`src/hw/rtl/assert_macros.svh`:
```
// Assertion macros for the RTL file that checks itself.
`ifndef ASSERT_MACROS_SVH
`define ASSERT_MACROS_SVH

// Checked on every clock edge outside reset.
`define PRM_ASSERT(label, prop, msg) \
   label: assert property (@(posedge clock) disable iff (reset) prop) else $error(msg);

// Checked on every clock edge, reset included.
`define PRM_ASSERT_ALWAYS(label, prop, msg) \
   label: assert property (@(posedge clock) prop) else $error(msg);

`endif

```
`src/hw/rtl/prm_pkg.sv`:
```
// Package: widths, constants, codes and controller/datapath interface types.
`default_nettype none

package prm_pkg;

   localparam int TicksW   = 16;
   localparam int TickTimeW = 8;
   localparam int RevW     = TicksW + TickTimeW + 1;   // 2 * mid * tick
   localparam int DivBits  = 20;                       // bits of one million
   localparam int BitCntW  = $clog2(DivBits);
   localparam int RpsW     = 16;
   localparam int RpmW     = 16;
   localparam int MinuteW  = 6;
   localparam int RpmProdW = RpsW + MinuteW;

   localparam logic [DivBits-1:0]   US_PER_SECOND      = DivBits'(1000000);
   localparam logic [MinuteW-1:0]   SECONDS_PER_MINUTE = MinuteW'(60);
   localparam logic [TicksW-1:0]    SHORTEST_RESET     = {TicksW{1'b1}};
   localparam logic [TicksW-1:0]    LONGEST_RESET      = '0;
   localparam logic [TickTimeW-1:0] TICK_TIME_RESET    = TickTimeW'(23);

   localparam logic OP_PULSE  = 1'b0;
   localparam logic OP_REPORT = 1'b1;

   typedef struct packed {
      logic load_pulse;    // fold a new interval into longest/shortest
      logic load_report;   // capture midpoint and clear tracking
      logic mul;           // form the revolution time, start the divider
      logic div_step;      // one quotient bit
      logic finish;        // scale to rpm and load the result register
   } cmd_type;

   typedef struct packed {
      logic meas_ok;       // valid measurement with a nonzero revolution time
      logic div_last;      // divider on its final bit
      logic out_free;      // result register can take a word this cycle
   } status_type;

endpackage

`default_nettype wire

```
`src/hw/rtl/pulse_interval_rpm_meter_core.sv`:
```
// Top level: fan tachometer turning pulse intervals into RPM reports.
//
//   channel   direction  tdata               tuser
//   req_      in         interval_ticks[15:0] opcode (0 pulse, 1 report)
//   rsp_      out        rpm[15:0]            no_measurement
//   csr_      in         tick_time_us[7:0]    -
//
// A pulse word is taken without a stall; req_tready stays high across a run of pulses.
// A report word runs through capture, multiply, the bit-serial restoring divider
// and result load; with no measurement the divider takes no steps.
// The result register holds one word, so a report waits in its last cycle
// only while the previous result is still unread.
// Synchronous reset sets tick time to 23 and clears min/max tracking.
`default_nettype none

`include "assert_macros.svh"

module pulse_interval_rpm_meter_core
   import prm_pkg::*;
(
   input  wire logic                 clock,
   input  wire logic                 reset,
   input  wire logic                 req_tvalid,
   output logic                      req_tready,
   input  wire logic [15:0]          req_tdata,    // [15:0] interval_ticks
   input  wire logic                 req_tuser,    // [0] opcode
   output logic                      rsp_tvalid,
   input  wire logic                 rsp_tready,
   output logic [15:0]               rsp_tdata,    // [15:0] rpm
   output logic                      rsp_tuser,    // [0] no_measurement
   input  wire logic                 csr_wr_en,
   input  wire logic [TickTimeW-1:0] csr_wr_data
);

   cmd_type    cmd;
   status_type status;

   prm_ctrl u_ctrl (
      .clock      (clock),
      .reset      (reset),
      .req_tvalid (req_tvalid),
      .req_tuser  (req_tuser),
      .req_tready (req_tready),
      .status     (status),
      .cmd        (cmd)
   );

   prm_dp u_dp (
      .clock       (clock),
      .reset       (reset),
      .req_ticks   (req_tdata),
      .csr_wr_en   (csr_wr_en),
      .csr_wr_data (csr_wr_data),
      .cmd         (cmd),
      .status      (status),
      .rsp_tvalid  (rsp_tvalid),
      .rsp_tready  (rsp_tready),
      .rsp_rpm     (rsp_tdata),
      .rsp_none    (rsp_tuser)
   );

   `PRM_ASSERT(a_none_zero, rsp_tvalid && rsp_tuser |-> rsp_tdata == '0, "flagged word with nonzero rpm")
   `PRM_ASSERT(a_report_busy, req_tvalid && req_tready && req_tuser == OP_REPORT |=> !req_tready, "ready right after report")
   `PRM_ASSERT(a_pulse_quick, req_tvalid && req_tready && req_tuser == OP_PULSE |=> req_tready, "pulse word stalled input")
   `PRM_ASSERT_ALWAYS(a_reset_empty, $past(reset) === 1'b1 |-> !rsp_tvalid, "result valid after reset")

endmodule

`default_nettype wire

```
`src/hw/rtl/prm_ctrl.sv`:
```
// Controller: sequences a report through multiply, divide and result load.
`default_nettype none

module prm_ctrl
   import prm_pkg::*;
(
   input  wire logic       clock,
   input  wire logic       reset,
   input  wire logic       req_tvalid,
   input  wire logic       req_tuser,
   output logic            req_tready,
   input  wire status_type status,
   output cmd_type         cmd
);

   typedef enum logic [1:0] {
      ST_IDLE,
      ST_MULT,
      ST_DIV,
      ST_FINISH
   } state_type;

   state_type state_ff, state_in;
   logic      accept;

   assign req_tready = (state_ff == ST_IDLE);
   assign accept     = req_tvalid && req_tready;

   always_comb begin
      state_in = state_ff;
      cmd      = '0;
      case (state_ff)
         ST_IDLE: begin
            if (accept) begin
               if (req_tuser == OP_REPORT) begin
                  cmd.load_report = 1'b1;
                  state_in        = ST_MULT;
               end else begin
                  cmd.load_pulse = 1'b1;
               end
            end
         end
         ST_MULT: begin
            cmd.mul  = 1'b1;
            state_in = ST_DIV;
         end
         ST_DIV: begin
            // skip the divider when there is nothing to divide by
            if (!status.meas_ok) begin
               state_in = ST_FINISH;
            end else begin
               cmd.div_step = 1'b1;
               if (status.div_last) begin
                  state_in = ST_FINISH;
               end
            end
         end
         ST_FINISH: begin
            if (status.out_free) begin
               cmd.finish = 1'b1;
               state_in   = ST_IDLE;
            end
         end
         default: begin
            state_in = ST_IDLE;
         end
      endcase
   end

   always_ff @(posedge clock) begin
      if (reset) begin
         state_ff <= ST_IDLE;
      end else begin
         state_ff <= state_in;
      end
   end

endmodule

`default_nettype wire

```
`src/hw/rtl/prm_dp.sv`:
```
// Datapath: interval tracking, revolution time, restoring divider, result register.
`default_nettype none

module prm_dp
   import prm_pkg::*;
(
   input  wire logic                 clock,
   input  wire logic                 reset,
   input  wire logic [TicksW-1:0]    req_ticks,
   input  wire logic                 csr_wr_en,
   input  wire logic [TickTimeW-1:0] csr_wr_data,
   input  wire cmd_type              cmd,
   output status_type                status,
   output logic                      rsp_tvalid,
   input  wire logic                 rsp_tready,
   output logic [RpmW-1:0]           rsp_rpm,
   output logic                      rsp_none
);

   logic [TickTimeW-1:0] tick_ff;
   logic [TicksW-1:0]    longest_ff, shortest_ff;
   logic [TicksW-1:0]    mid_ff;
   logic                 meas_ff;
   logic [RevW-1:0]      rev_ff;
   logic [RevW-1:0]      rem_ff;
   logic [DivBits-1:0]   quot_ff;
   logic [BitCntW-1:0]   bit_ff;
   logic                 out_valid_ff;
   logic [RpmW-1:0]      rpm_ff;
   logic                 none_ff;

   logic [TicksW:0]                sum;
   logic [TicksW+TickTimeW-1:0]    rev_prod;
   logic [RevW:0]                  trial;
   logic                           fits;
   logic [RpmProdW-1:0]            rpm_prod;

   assign sum      = {1'b0, longest_ff} + {1'b0, shortest_ff};
   assign rev_prod = (TicksW+TickTimeW)'(mid_ff) * (TicksW+TickTimeW)'(tick_ff);
   // bring down the next dividend bit
   assign trial    = {rem_ff, US_PER_SECOND[bit_ff]};
   assign fits     = trial >= {1'b0, rev_ff};
   assign rpm_prod = RpmProdW'(quot_ff[RpsW-1:0]) * RpmProdW'(SECONDS_PER_MINUTE);

   assign status.meas_ok  = meas_ff && (rev_ff != '0);
   assign status.div_last = (bit_ff == '0);
   assign status.out_free = !out_valid_ff || rsp_tready;

   assign rsp_tvalid = out_valid_ff;
   assign rsp_rpm    = rpm_ff;
   assign rsp_none   = none_ff;

   always_ff @(posedge clock) begin
      if (reset) begin
         tick_ff     <= TICK_TIME_RESET;
         longest_ff  <= LONGEST_RESET;
         shortest_ff <= SHORTEST_RESET;
      end else begin
         if (csr_wr_en) begin
            tick_ff <= csr_wr_data;
         end
         if (cmd.load_pulse) begin
            if (req_ticks > longest_ff) begin
               longest_ff <= req_ticks;
            end
            if (req_ticks < shortest_ff) begin
               shortest_ff <= req_ticks;
            end
         end else if (cmd.load_report) begin
            longest_ff  <= LONGEST_RESET;
            shortest_ff <= SHORTEST_RESET;
         end
      end
   end

   always_ff @(posedge clock) begin
      if (cmd.load_report) begin
         mid_ff  <= sum[TicksW:1];
         meas_ff <= (longest_ff >= shortest_ff);
      end
      if (cmd.mul) begin
         rev_ff  <= {rev_prod, 1'b0};
         rem_ff  <= '0;
         quot_ff <= '0;
         bit_ff  <= BitCntW'(DivBits - 1);
      end else if (cmd.div_step) begin
         if (fits) begin
            rem_ff <= RevW'(trial - {1'b0, rev_ff});
         end else begin
            rem_ff <= trial[RevW-1:0];
         end
         quot_ff <= {quot_ff[DivBits-2:0], fits};
         bit_ff  <= bit_ff - BitCntW'(1);
      end
   end

   always_ff @(posedge clock) begin
      if (reset) begin
         out_valid_ff <= 1'b0;
      end else if (cmd.finish) begin
         out_valid_ff <= 1'b1;
      end else if (rsp_tready) begin
         out_valid_ff <= 1'b0;
      end
   end

   always_ff @(posedge clock) begin
      if (cmd.finish) begin
         rpm_ff  <= status.meas_ok ? rpm_prod[RpmW-1:0] : '0;
         none_ff <= !status.meas_ok;
      end
   end

endmodule

`default_nettype wire

```
`config.mk`:
```
export PLATFORM = sky130hd
export DESIGN_NAME = pulse_interval_rpm_meter_core
export DESIGN_NICKNAME = d
export VERILOG_FILES = /design/src/hw/rtl/prm_pkg.sv /design/src/hw/rtl/pulse_interval_rpm_meter_core.sv /design/src/hw/rtl/prm_ctrl.sv /design/src/hw/rtl/prm_dp.sv
export VERILOG_INCLUDE_DIRS = /design/src /design/src/hw/rtl
export SDC_FILE = /design/constraint.sdc
export NUM_CORES = 1
export LEC_CHECK = 0
export BUFFER_PORTS_ARGS = -buffer_cell sky130_fd_sc_hd__buf_4
export CAP_MARGIN = 20
export CORE_MARGIN = 2
export CORE_UTILIZATION = 50
export CTS_BUF_LIST = sky130_fd_sc_hd__clkbuf_2
export DETAILED_ROUTE_END_ITERATION = 10
export PLACE_DENSITY = 0.67
export SETUP_SLACK_MARGIN = 0.02
export SKIP_CTS_REPAIR_TIMING = 1
export SYNTH_ARGS = -nofsm -noshare
export SYNTH_HDL_FRONTEND = slang
export SYNTH_SLANG_ARGS = --single-unit
```
`constraint.sdc`:
```
create_clock -name clock -period 9.5 [get_ports clock]
set_input_delay 1.9 -clock clock [delete_from_list [all_inputs] [get_ports clock]]
set_output_delay 1.9 -clock clock [all_outputs]
set_load 0.01 [all_outputs]
```
==> results of run 1 <==
-- cell families after synthesis --
| kind of cell | count (synthesis) | synth area share, % |
|---|---|---|
| and+or+nand+nor | 452 | 17.49 |
| adders and majority gates | 256 | 30.05 |
| buffers and inverters | 240 | 7.000 |
| muxes | 17 | 1.276 |
| DFF | 144 | 25.82 |
| AOI/OAI and AO/OA | 287 | 13.93 |
| other | 1 | 0.02812 |
| xor gates and xnor gates | 67 | 4.401 |
-- sequential cells by signal, summed over array words and instances (netlist names), 2 cells and up --
register,flops
u_dp.longest_ff,16
u_dp.mid_ff,16
u_dp.bit_ff,5
u_dp.rsp_rpm,14
u_dp.rem_ff,25
u_dp.quot_ff,14
u_dp.shortest_ff,16
u_dp.tick_ff,8
u_ctrl.state_ff,2
u_dp.rev_ff,24
-- tightest hold or removal path, stage by stage (launching register included) --
cell and delay [ns]:
dfxtp_1 0.37, nand2_1 0.06, a21oi_1 0.05
-- per-layer routing --
metal,vias to the layer above,global-route usage [%],wire length [um]
met2,154,36.33,13440
met4,0,4.764,386
met1,4747,27.92,13060
met3,30,3.120,872
li1,4969,-,-
met5,-,0,0
-- layout make-up --
class                   instances  area [um2]
clock inverters                13       140.1
inverters                     194       728.2
clock buffers                  19       95.09
fillers                      2412       11920
diodes                          1       2.502
multi-input cells            1081        8976
repair buffers                 54       405.4
flip-flops and latches        144        3443
well taps                     335       419.2
-- per-stage QoR --
stage                     area (um2)  total power (uW)  cells  hold slack, ns
after global placement         13970              4214   1808          0.4450
after floorplan                13340              3599   1465          0.4278
after global routing           14210              5146   1841          0.4719
after detailed placement       13970              4269   1808          0.4506
final                          14210              4651   1841          0.4611
after CTS                      14210              4656   1840          0.4752
-- how the worst min path moves through the flow --
stage,startpoint,endpoint,slack (ns),depth (start not counted)
after detailed placement,u_dp.rem_ff[0]$_SDFFE_PP0P_,u_dp.rem_ff[0]$_SDFFE_PP0P_,0.45,2
final,u_dp.trial[0]$_SDFF_PP1_,u_dp.rem_ff[0]$_SDFFE_PP0P_,0.46,2
after CTS,u_dp.rem_ff[0]$_SDFFE_PP0P_,u_dp.rem_ff[0]$_SDFFE_PP0P_,0.48,2
after global routing,u_dp.trial[0]$_SDFF_PP1_,u_dp.rem_ff[0]$_SDFFE_PP0P_,0.47,2
after floorplan,u_dp.trial[0]$_SDFF_PP1_,u_dp.rem_ff[0]$_SDFFE_PP0P_,0.43,2
after global placement,u_dp.rem_ff[0]$_SDFFE_PP0P_,u_dp.rem_ff[0]$_SDFFE_PP0P_,0.45,2
-- cells in the final DEF, fill, tap and decap left out, types with 6 or more instances in the layout --
cell type	netlist	routed
a21o_1	32	32
a21oi_1	115	115
o21ai_0	41	41
clkbuf_2	0	19
buf_4	4	54
o31ai_1	6	6
o21bai_1	9	9
inv_1	194	194
and2_1	121	121
edfxtp_1	56	56
nand4_1	10	10
nor2b_1	16	16
nand2_1	87	87
nand2b_1	13	13
nor2_1	93	92
ha_1	149	148
xnor2_1	43	43
or2_2	16	16
fa_1	107	107
nor3_1	33	33
o21a_1	10	10
a211oi_1	22	21
nand3_1	30	30
nor4_1	10	10
dfxtp_1	88	88
xor2_1	24	24
a31oi_1	8	8
mux2i_1	17	17
-- power groups by stage --
stage,Sequential (uW),Combinational (uW),Clock [uW]
finish,1050,3230,366
global route,1070,3680,400
CTS,1050,3230,375
detailed placement,1060,3200,0
global placement,1060,3150,0
floorplan,1010,2590,0
==> impl_metrics.env, run 1 <==
export IMPL_cp_arrival_ns=5.85
export IMPL_cts_htree_levels=4
export IMPL_start_util_pct=51.02
export IMPL_critical_path_max_stage_delay_ns=0.73
export IMPL_clk_latency_ns=0.75
export IMPL_path_cells="nand2_1, fa_1, fa_1, inv_1, fa_1, inv_1, fa_1, inv_1, ha_1, nor3_1, inv_1, o32a_1, a41oi_2, a31oi_1, a41o_1, nor4_1, nor3_1, xor2_1"
export IMPL_reg2reg_slack_ns=4.11
export IMPL_synth_area_leader_cell="fa_1"
export IMPL_timing_setup_tns_ns=0
export IMPL_track_usage_pct=20.99
export IMPL_antenna_found_initial=1
export IMPL_ir_worst_vdd_v=0.0002380
export IMPL_grt_overflow=0
export IMPL_dr_pass1_iters=8
export IMPL_ys_async_sr_fraction_pct=0
export IMPL_syn_area_um2=13330
export IMPL_syn_to_final_growth_pct=6.569
export IMPL_fmax_mhz=185.4
export IMPL_path_depth=18
export IMPL_cts_sinks=144
export IMPL_synth_cells=1464
export IMPL_coreArea_um2=26130
export IMPL_violations="design-rule violations"
export IMPL_fin_ws_ns=4.107
export IMPL_place_gp_congestion=0.8727
export IMPL_r2r_end="u_dp.rev_ff[23]$_DFFE_PP_"
export IMPL_cap_violations=0
export IMPL_synth_most_common_cell="inv_1"
export IMPL_rsz0062_at_grt="no"
export IMPL_root_buffer="clkbuf_2"
export IMPL_r2r_start="u_dp.tick_ff[3]$_SDFFE_PP0P_"
export IMPL_final_max_slew_viol_count=0
export IMPL_drtIter0Drc=547
export IMPL_antenna_left=0
export IMPL_relSlewSlack_pct=36.60
export IMPL_grt_pass1_wl_um=48150
export IMPL_period_share_pct=56.77
export IMPL_synth_ff_type="dfxtp_1"
export IMPL_required_ns=9.96
export IMPL_seq_area_frac_synth_pct=25.82
export IMPL_synthDistinctLibCells=68
export IMPL_setup_viol=0
export IMPL_io_pins=49
export IMPL_swShare_pct=47.39
export IMPL_crit_buf_inv=4
export IMPL_seqPwrFrac_pct=22.6
export IMPL_dpl_worst_slack_ns=4.178
export IMPL_cpMaxStageDelayCell="dfxtp_1"
export IMPL_die_w_um=167.3
export IMPL_syn_area_per_cell_um2=9.108
export IMPL_synth_top_area_share_pct=16.06
export IMPL_timing_final_hold_violations=0
export IMPL_cts_path_max_buffers=2
export IMPL_pwr_share_comb_pct=69.6
export IMPL_p_per_area_nw_per_um2=327.3
export IMPL_dp_hpwl_um=21440
export IMPL_grt_pass1_vias=9977
export IMPL_tightest_slew_ns=0.9511
export IMPL_drive_above_1_share_pct=8.173
export IMPL_cts_buffers=17
export IMPL_path_delay_family="adder cells"
export IMPL_startpoint_type="flip-flop"
export IMPL_die_area_um2=27990
export IMPL_chipHeight_um=167.3
export IMPL_cp_endpoint="u_dp.rev_ff[23]$_DFFE_PP_"
export IMPL_p_leak_uw=0.006556
export IMPL_clk_pin_slew_ns=0.22
export IMPL_reg2reg_depth=18
export IMPL_drc=2
export IMPL_hp_class="flip-flop to flip-flop"
export IMPL_path_class="flip-flop to flip-flop"
export IMPL_cell_internal_pwr_uw=2447
export IMPL_min_period_ns=5.393
export IMPL_p_clk_share_pct=7.9
export IMPL_synth_common_cells="inv_1 (194), ha_1 (149), and2_1 (121)"
export IMPL_port_buffers=46
export IMPL_crit_fanout=17
export IMPL_cts_tree="done"
export IMPL_synth_area_top_cells="fa_1 (16%), ha_1 (14%), dfxtp_1 (13%), edfxtp_1 (13%), and2_1 (5.7%)"
export IMPL_run_status="finished, violations left"
export IMPL_wl_um=27760
export IMPL_switchingPower_uw=2204
export IMPL_grt_max_degree=70
export IMPL_synth_edf_count=56
export IMPL_rows=59
export IMPL_routedWlPerCell_um=15.08
export IMPL_route_vias_total=9900
export IMPL_synth_warning_count=0
export IMPL_final_nets=1778
export IMPL_viasPerCell=5.378
export IMPL_fin_util_pct=54.38
export IMPL_clock_skew_ns=0.07654
export IMPL_crit_path_start="u_dp.tick_ff[3]$_SDFFE_PP0P_"
export IMPL_setup_worst_path_end_class="flip-flop"
export IMPL_synth_seq_cells=144
Note: power is estimated with default switching activity, not from simulation.
==> inputs of run 2 (changes only) <==
--- a/config.mk
+++ b/config.mk
@@ -12,7 +12,7 @@
 export CORE_UTILIZATION = 50
 export CTS_BUF_LIST = sky130_fd_sc_hd__clkbuf_2
 export DETAILED_ROUTE_END_ITERATION = 10
-export PLACE_DENSITY = 0.67
+export PLACE_DENSITY = 0.69
 export SETUP_SLACK_MARGIN = 0.02
 export SKIP_CTS_REPAIR_TIMING = 1
 export SYNTH_ARGS = -nofsm -noshare
==> constraint.sdc (replaced) <==
create_clock -name clock -period 4.7 [get_ports clock]
set_input_delay 0.94 -clock clock [delete_from_list [all_inputs] [get_ports clock]]
set_output_delay 0.94 -clock clock [all_outputs]
set_load 0.01 [all_outputs]
==> impl_metrics.env, run 2 (synthesis results as in run 1) <==
export IMPL_clock_skew_ns=0.06609
export IMPL_final_cell_mix="inv_1 (189), ha_1 (141), a21oi_1 (112)"
export IMPL_crit_buf_inv=4
export IMPL_final_max_slew_viol_count=0
export IMPL_seqPwrFrac_pct=19.7
export IMPL_run_status="finished, violations left"
export IMPL_cts_sinks=144
export IMPL_min_period_ns=4.803
export IMPL_mostFrequentLayoutCell="inv_1"
export IMPL_swShare_pct=45.18
export IMPL_cts_path_max_buffers=2
export IMPL_timing_final_hold_violations=0
export IMPL_path_delay_family="adder cells"
export IMPL_reg_largest_list="u_dp.rem_ff: 25 flops, u_dp.rev_ff: 24 flops"
export IMPL_grt_pass1_wl_um=47030
export IMPL_clk_pin_slew_ns=0.29
export IMPL_required_ns=5.21
export IMPL_r2r_end="u_dp.rev_ff[23]$_DFFE_PP_"
export IMPL_start_util_pct=51.02
export IMPL_chipHeight_um=167.3
export IMPL_startpoint_type="flip-flop"
export IMPL_root_buffer="clkbuf_2"
export IMPL_cpMaxStageDelayCell="fa_1"
export IMPL_drc=1
export IMPL_dp_hpwl_um=22160
export IMPL_path_depth=18
export IMPL_viasPerCell=5.307
export IMPL_wl_um=27920
export IMPL_route_vias_total=10080
export IMPL_rsz0062_at_grt="yes"
export IMPL_hold_end="u_dp.longest_ff[8]$_SDFFE_PP0P_"
export IMPL_die_area_um2=27990
export IMPL_dr_pass1_iters=8
export IMPL_period_share_pct=102.2
export IMPL_violations="design-rule violations, negative setup slack"
export IMPL_die_w_um=167.3
export IMPL_critical_path_max_stage_delay_ns=0.54
export IMPL_final_nets=1836
export IMPL_clk_latency_ns=0.79
export IMPL_fin_hold_ws_ns=0.3864
export IMPL_path_cells="buf_4, and2_1, fa_1, fa_1, fa_1, inv_1, fa_1, inv_2, ha_4, nor3_2, inv_1, o32a_1, a41oi_2, a31oi_2, a41o_1, nor4_2, nor3_2, xor2_1"
export IMPL_antenna_left=0
export IMPL_setup_worst_path_end_class="flip-flop"
export IMPL_fin_ws_ns=-0.1029
export IMPL_fmax_mhz=208.2
export IMPL_rows=59
export IMPL_p_leak_uw=0.006875
export IMPL_relSlewSlack_pct=42.38
export IMPL_placed_cell_area_um2=14380
export IMPL_cts_buffers=17
export IMPL_grt_pass1_vias=9881
export IMPL_pwr_share_comb_pct=73.2
export IMPL_cap_violations=0
export IMPL_reg2reg_depth=18
export IMPL_tightest_slew_ns=0.8643
export IMPL_port_buffers=46
export IMPL_grt_max_degree=54
export IMPL_p_per_area_nw_per_um2=713.4
export IMPL_switchingPower_uw=4783
export IMPL_holdCritStartpoint="req_tdata[8]"
export IMPL_syn_to_final_growth_pct=11.30
export IMPL_crit_fanout=5
export IMPL_io_pins=49
export IMPL_fillerInstances=2381
export IMPL_regArea_um2=3451
export IMPL_p_clk_share_pct=7.1
export IMPL_crit_path_start="u_dp.mid_ff[4]$_DFFE_PP_"
export IMPL_grt_overflow=0
export IMPL_setup_viol=3
export IMPL_place_gp_congestion=0.8439
export IMPL_hold_path_depth=3
export IMPL_crit_top_cell="fa_1"
export IMPL_max_flop_register="u_dp.rem_ff"
export IMPL_hp_class="primary input to flip-flop"
export IMPL_r2r_start="u_dp.mid_ff[4]$_DFFE_PP_"
export IMPL_reg2reg_slack_ns=-0.10
export IMPL_ir_worst_vdd_v=0.0005423
export IMPL_coreArea_um2=26130
export IMPL_path_class="flip-flop to flip-flop"
export IMPL_cts_tree="done"
export IMPL_cell_internal_pwr_uw=5804
export IMPL_multi_input_area_um2=9148
export IMPL_antenna_found_initial=1
export IMPL_track_usage_pct=20.37
export IMPL_drtIter0Drc=417
export IMPL_post_route_cell_area_um2=14840
export IMPL_drive_above_1_share_pct=14.40
export IMPL_cts_htree_levels=4
export IMPL_largest_reg_flops=25
export IMPL_cp_arrival_ns=5.31
export IMPL_routedWlPerCell_um=14.69
run 2: worst register-to-register path: stages, from the launching register on:
cell and delay (ns):
edfxtp_1 0.51, buf_4 0.18, and2_1 0.16, fa_1 0.39, fa_1 0.51, fa_1 0.54, inv_1 0.05, fa_1 0.49
inv_2 0.05, ha_4 0.15, nor3_2 0.09, inv_1 0.07, o32a_1 0.37, a41oi_2 0.25, a31oi_2 0.14, a41o_1 0.22
nor4_2 0.16, nor3_2 0.08, xor2_1 0.16
run 2: per-stage QoR:
step	setup TNS [ns]	std cells	total power [uW]	setup WS (ns)	util, %
global route	-0.9924	1900	11620	-0.2951	56.79
global placement	-0.3941	1858	9067	-0.1694	55.04
detailed placement	-0.5819	1858	9233	-0.2191	55.04
floorplan	0	1465	7351	0.02035	-
finish	-0.2668	1900	10590	-0.1029	56.79
CTS	-0.8037	1890	10010	-0.2742	55.92
run 2: final cells by class:
type | count | share of cell area [%]
antenna | 2 | 0.03372
sequential | 144 | 23.25
inverter | 194 | 4.907
tap | 335 | 2.824
timing repair buffer | 112 | 5.792
clock inverter | 15 | 0.9780
multi-input combinational | 1081 | 61.64
clock buffer | 17 | 0.5733
run 2: per-layer routing:
layer	GRT usage, %	share of wire [%]	vias up
li1	-	-	5084
met1	26.40	46	4802
met2	35.14	48	171
met3	3.143	2.8	27
met4	6.427	2.4	0
met5	0	0	-
run 2: how the worst max path moves through the flow:
stage | slack [ns] | endpoint
2_1_floorplan | 0.02 | u_dp.rev_ff[23]$_DFFE_PP_
5_1_grt | -0.30 | u_dp.rev_ff[23]$_DFFE_PP_
4_1_cts | -0.27 | u_dp.rev_ff[23]$_DFFE_PP_
3_3_place_gp | -0.17 | u_dp.rev_ff[23]$_DFFE_PP_
6_report | -0.10 | u_dp.rev_ff[23]$_DFFE_PP_
3_5_place_dp | -0.22 | u_dp.rev_ff[23]$_DFFE_PP_
run 2: power groups by stage:
stage	clock, uW	combinational, uW	sequential [uW]
2_1_floorplan	0	5300	2050
3_3_place_gp	0	6960	2110
3_5_place_dp	0	7120	2120
4_1_cts	773	7150	2090
5_1_grt	819	8680	2120
6_report	752	7750	2090
==> inputs of run 3 (changes only) <==
--- a/config.mk
+++ b/config.mk
@@ -12,7 +12,7 @@
 export CORE_UTILIZATION = 50
 export CTS_BUF_LIST = sky130_fd_sc_hd__clkbuf_2
 export DETAILED_ROUTE_END_ITERATION = 10
-export PLACE_DENSITY = 0.69
+export PLACE_DENSITY = 0.67
 export SETUP_SLACK_MARGIN = 0.02
 export SKIP_CTS_REPAIR_TIMING = 1
 export SYNTH_ARGS = -nofsm -noshare
==> constraint.sdc (replaced) <==
create_clock -name clock -period 5.2 [get_ports clock]
set_input_delay 1.04 -clock clock [delete_from_list [all_inputs] [get_ports clock]]
set_output_delay 1.04 -clock clock [all_outputs]
set_load 0.01 [all_outputs]
==> impl_metrics.env, run 3 (synthesis results as in run 1) <==
export IMPL_place_gp_congestion=0.9171
export IMPL_dp_hpwl_um=22330
export IMPL_drive_above_1_share_pct=10.50
export IMPL_period_share_pct=96.93
export IMPL_violations="design-rule violations"
export IMPL_cts_buffers=17
export IMPL_final_max_slew_viol_count=0
export IMPL_rows=59
export IMPL_timing_final_hold_violations=0
export IMPL_tightest_slew_ns=0.8742
export IMPL_die_w_um=167.3
export IMPL_reg2reg_depth=17
export IMPL_reg_largest_list="u_dp.rem_ff: 25 flops, u_dp.rev_ff: 24 flops"
export IMPL_placed_cell_area_um2=14040
export IMPL_cp_endpoint="u_dp.rev_ff[23]$_DFFE_PP_"
export IMPL_r2r_end="u_dp.rev_ff[23]$_DFFE_PP_"
export IMPL_fillerInstances=2380
export IMPL_cts_sinks=144
export IMPL_clk_pin_slew_ns=0.23
export IMPL_root_buffer="clkbuf_2"
export IMPL_syn_to_final_growth_pct=8.389
export IMPL_hp_class="flip-flop to flip-flop"
export IMPL_fmax_mhz=198.4
export IMPL_cts_path_max_buffers=2
export IMPL_min_period_ns=5.040
export IMPL_grt_max_degree=57
export IMPL_relSlewSlack_pct=41.72
export IMPL_crit_path_start="u_dp.mid_ff[6]$_DFFE_PP_"
export IMPL_run_status="finished, violations left"
export IMPL_reg2reg_slack_ns=0.16
export IMPL_largest_reg_flops=25
export IMPL_rsz0062_at_grt="no"
export IMPL_r2r_start="u_dp.mid_ff[6]$_DFFE_PP_"
export IMPL_fin_ws_ns=0.1597
export IMPL_timing_setup_tns_ns=0
export IMPL_final_nets=1797
export IMPL_drc=4
export IMPL_coreArea_um2=26130
export IMPL_required_ns=5.69
export IMPL_cts_tree="done"
export IMPL_layout_cells_non_filler=1861
export IMPL_clock_skew_ns=0.07385
export IMPL_antenna_left=0
export IMPL_routedWlPerCell_um=15.43
export IMPL_path_class="flip-flop to flip-flop"
export IMPL_post_route_cell_area_um2=14450
export IMPL_max_flop_register="u_dp.rem_ff"
export IMPL_setup_viol=0
export IMPL_wl_um=28720
export IMPL_dr_pass1_iters=8
export IMPL_port_buffers=46
export IMPL_crit_fanout=8
export IMPL_viasPerCell=5.390
export IMPL_p_per_area_nw_per_um2=610.4
export IMPL_startpoint_type="flip-flop"
export IMPL_dpl_worst_slack_ns=0.05770
export IMPL_multi_input_area_um2=9060
export IMPL_chipHeight_um=167.3
export IMPL_setup_worst_path_end_class="flip-flop"
export IMPL_clk_latency_ns=0.77
export IMPL_drtIter0Drc=555
export IMPL_cts_htree_levels=4
export IMPL_route_vias_total=10030
export IMPL_final_cell_mix="inv_1 (194), ha_1 (144), and2_1 (119)"
export IMPL_grt_overflow=0
export IMPL_io_pins=49
export IMPL_p_leak_uw=0.006664
export IMPL_mostFrequentLayoutCell="inv_1"
export IMPL_regArea_um2=3448
export IMPL_die_area_um2=27990
export IMPL_start_util_pct=51.02
export IMPL_cp_arrival_ns=5.53
export IMPL_ir_worst_vdd_v=0.0004881
export IMPL_cap_violations=0
export IMPL_antenna_found_initial=1
export IMPL_grt_pass1_vias=9854
export IMPL_track_usage_pct=20.76
export IMPL_grt_pass1_wl_um=47580
export IMPL_dp_cells=1817
run 3: changes by cell type in the layout (fill, tap and decap cells not counted), moves of 3 or more:
cell	before	now
buf_4	107	73
and2_1	110	119
and2_4	11	2
buf_6	5	0
inv_1	189	194
inv_2	5	0
a21oi_1	112	115
a21oi_2	5	2
ha_1	141	144
ha_4	6	3
inv_6	8	5
run 3: cell type report:
| type | instances | share of cell area, % |
|---|---|---|
| Inverter | 194 | 5.039 |
| Timing Repair Buffer | 73 | 3.792 |
| Sequential cell | 144 | 23.86 |
| Antenna cell | 2 | 0.03463 |
| Clock inverter | 13 | 1.030 |
| Clock buffer | 19 | 0.6580 |
| Multi-Input combinational cell | 1081 | 62.69 |
| Tap cell | 335 | 2.900 |
run 3: power breakdown:
part | switching (uW) | internal, uW | leakage [uW]
combinational | 3480 | 2740 | 0.00529
sequential | 201 | 1700 | 0.00123
clock | 465 | 235 | 0.000150
total | 4140 | 4680 | 0.00666
run 3: per-layer routing:
layer,vias to the layer above,GRT usage [%],routed length [um]
li1,5005,-,-
met1,4806,26.42,13070
met2,177,36.51,14020
met3,43,3.143,988
met4,0,6.389,635
met5,-,0,0
run 3: worst max-delay path: stages (launching register included):
cell,delay [ns]
edfxtp_1,0.55
and2_4,0.20
fa_1,0.57
fa_1,0.45
fa_1,0.54
inv_1,0.05
fa_1,0.53
inv_1,0.07
ha_4,0.25
o21a_1,0.21
o31a_1,0.11
o32a_1,0.22
a41oi_2,0.22
a31oi_2,0.14
a41o_1,0.22
nor4_2,0.24
nor3_2,0.08
xor2_1,0.14
run 3: worst min path at each step:
| stage | slack, ns | depth (start not counted) | from | end |
|---|---|---|---|---|
| 6_report | 0.48 | 2 | u_dp.rem_ff[0]$_SDFFE_PP0P_ | u_dp.rem_ff[0]$_SDFFE_PP0P_ |
| 5_1_grt | 0.42 | 3 | req_tdata[8] | u_dp.longest_ff[8]$_SDFFE_PP0P_ |
| 4_1_cts | 0.44 | 3 | req_tdata[7] | u_dp.longest_ff[7]$_SDFFE_PP0P_ |
| 3_5_place_dp | 0.45 | 2 | u_dp.rem_ff[0]$_SDFFE_PP0P_ | u_dp.rem_ff[0]$_SDFFE_PP0P_ |
| 3_3_place_gp | 0.45 | 2 | u_dp.rem_ff[0]$_SDFFE_PP0P_ | u_dp.rem_ff[0]$_SDFFE_PP0P_ |
| 2_1_floorplan | 0.43 | 2 | u_dp.trial[0]$_SDFF_PP1_ | u_dp.rem_ff[0]$_SDFFE_PP0P_ |
run 3: per-stage QoR:
| step | power [uW] | hold slack [ns] | util [%] |
|---|---|---|---|
| floorplan | 6575 | 0.4278 | - |
| global placement | 7685 | 0.4454 | 53.73 |
| detailed placement | 7816 | 0.4540 | 53.73 |
| CTS | 8549 | 0.4384 | 54.66 |
| global route | 9708 | 0.4160 | 55.30 |
| finish | 8822 | 0.4801 | 55.31 |
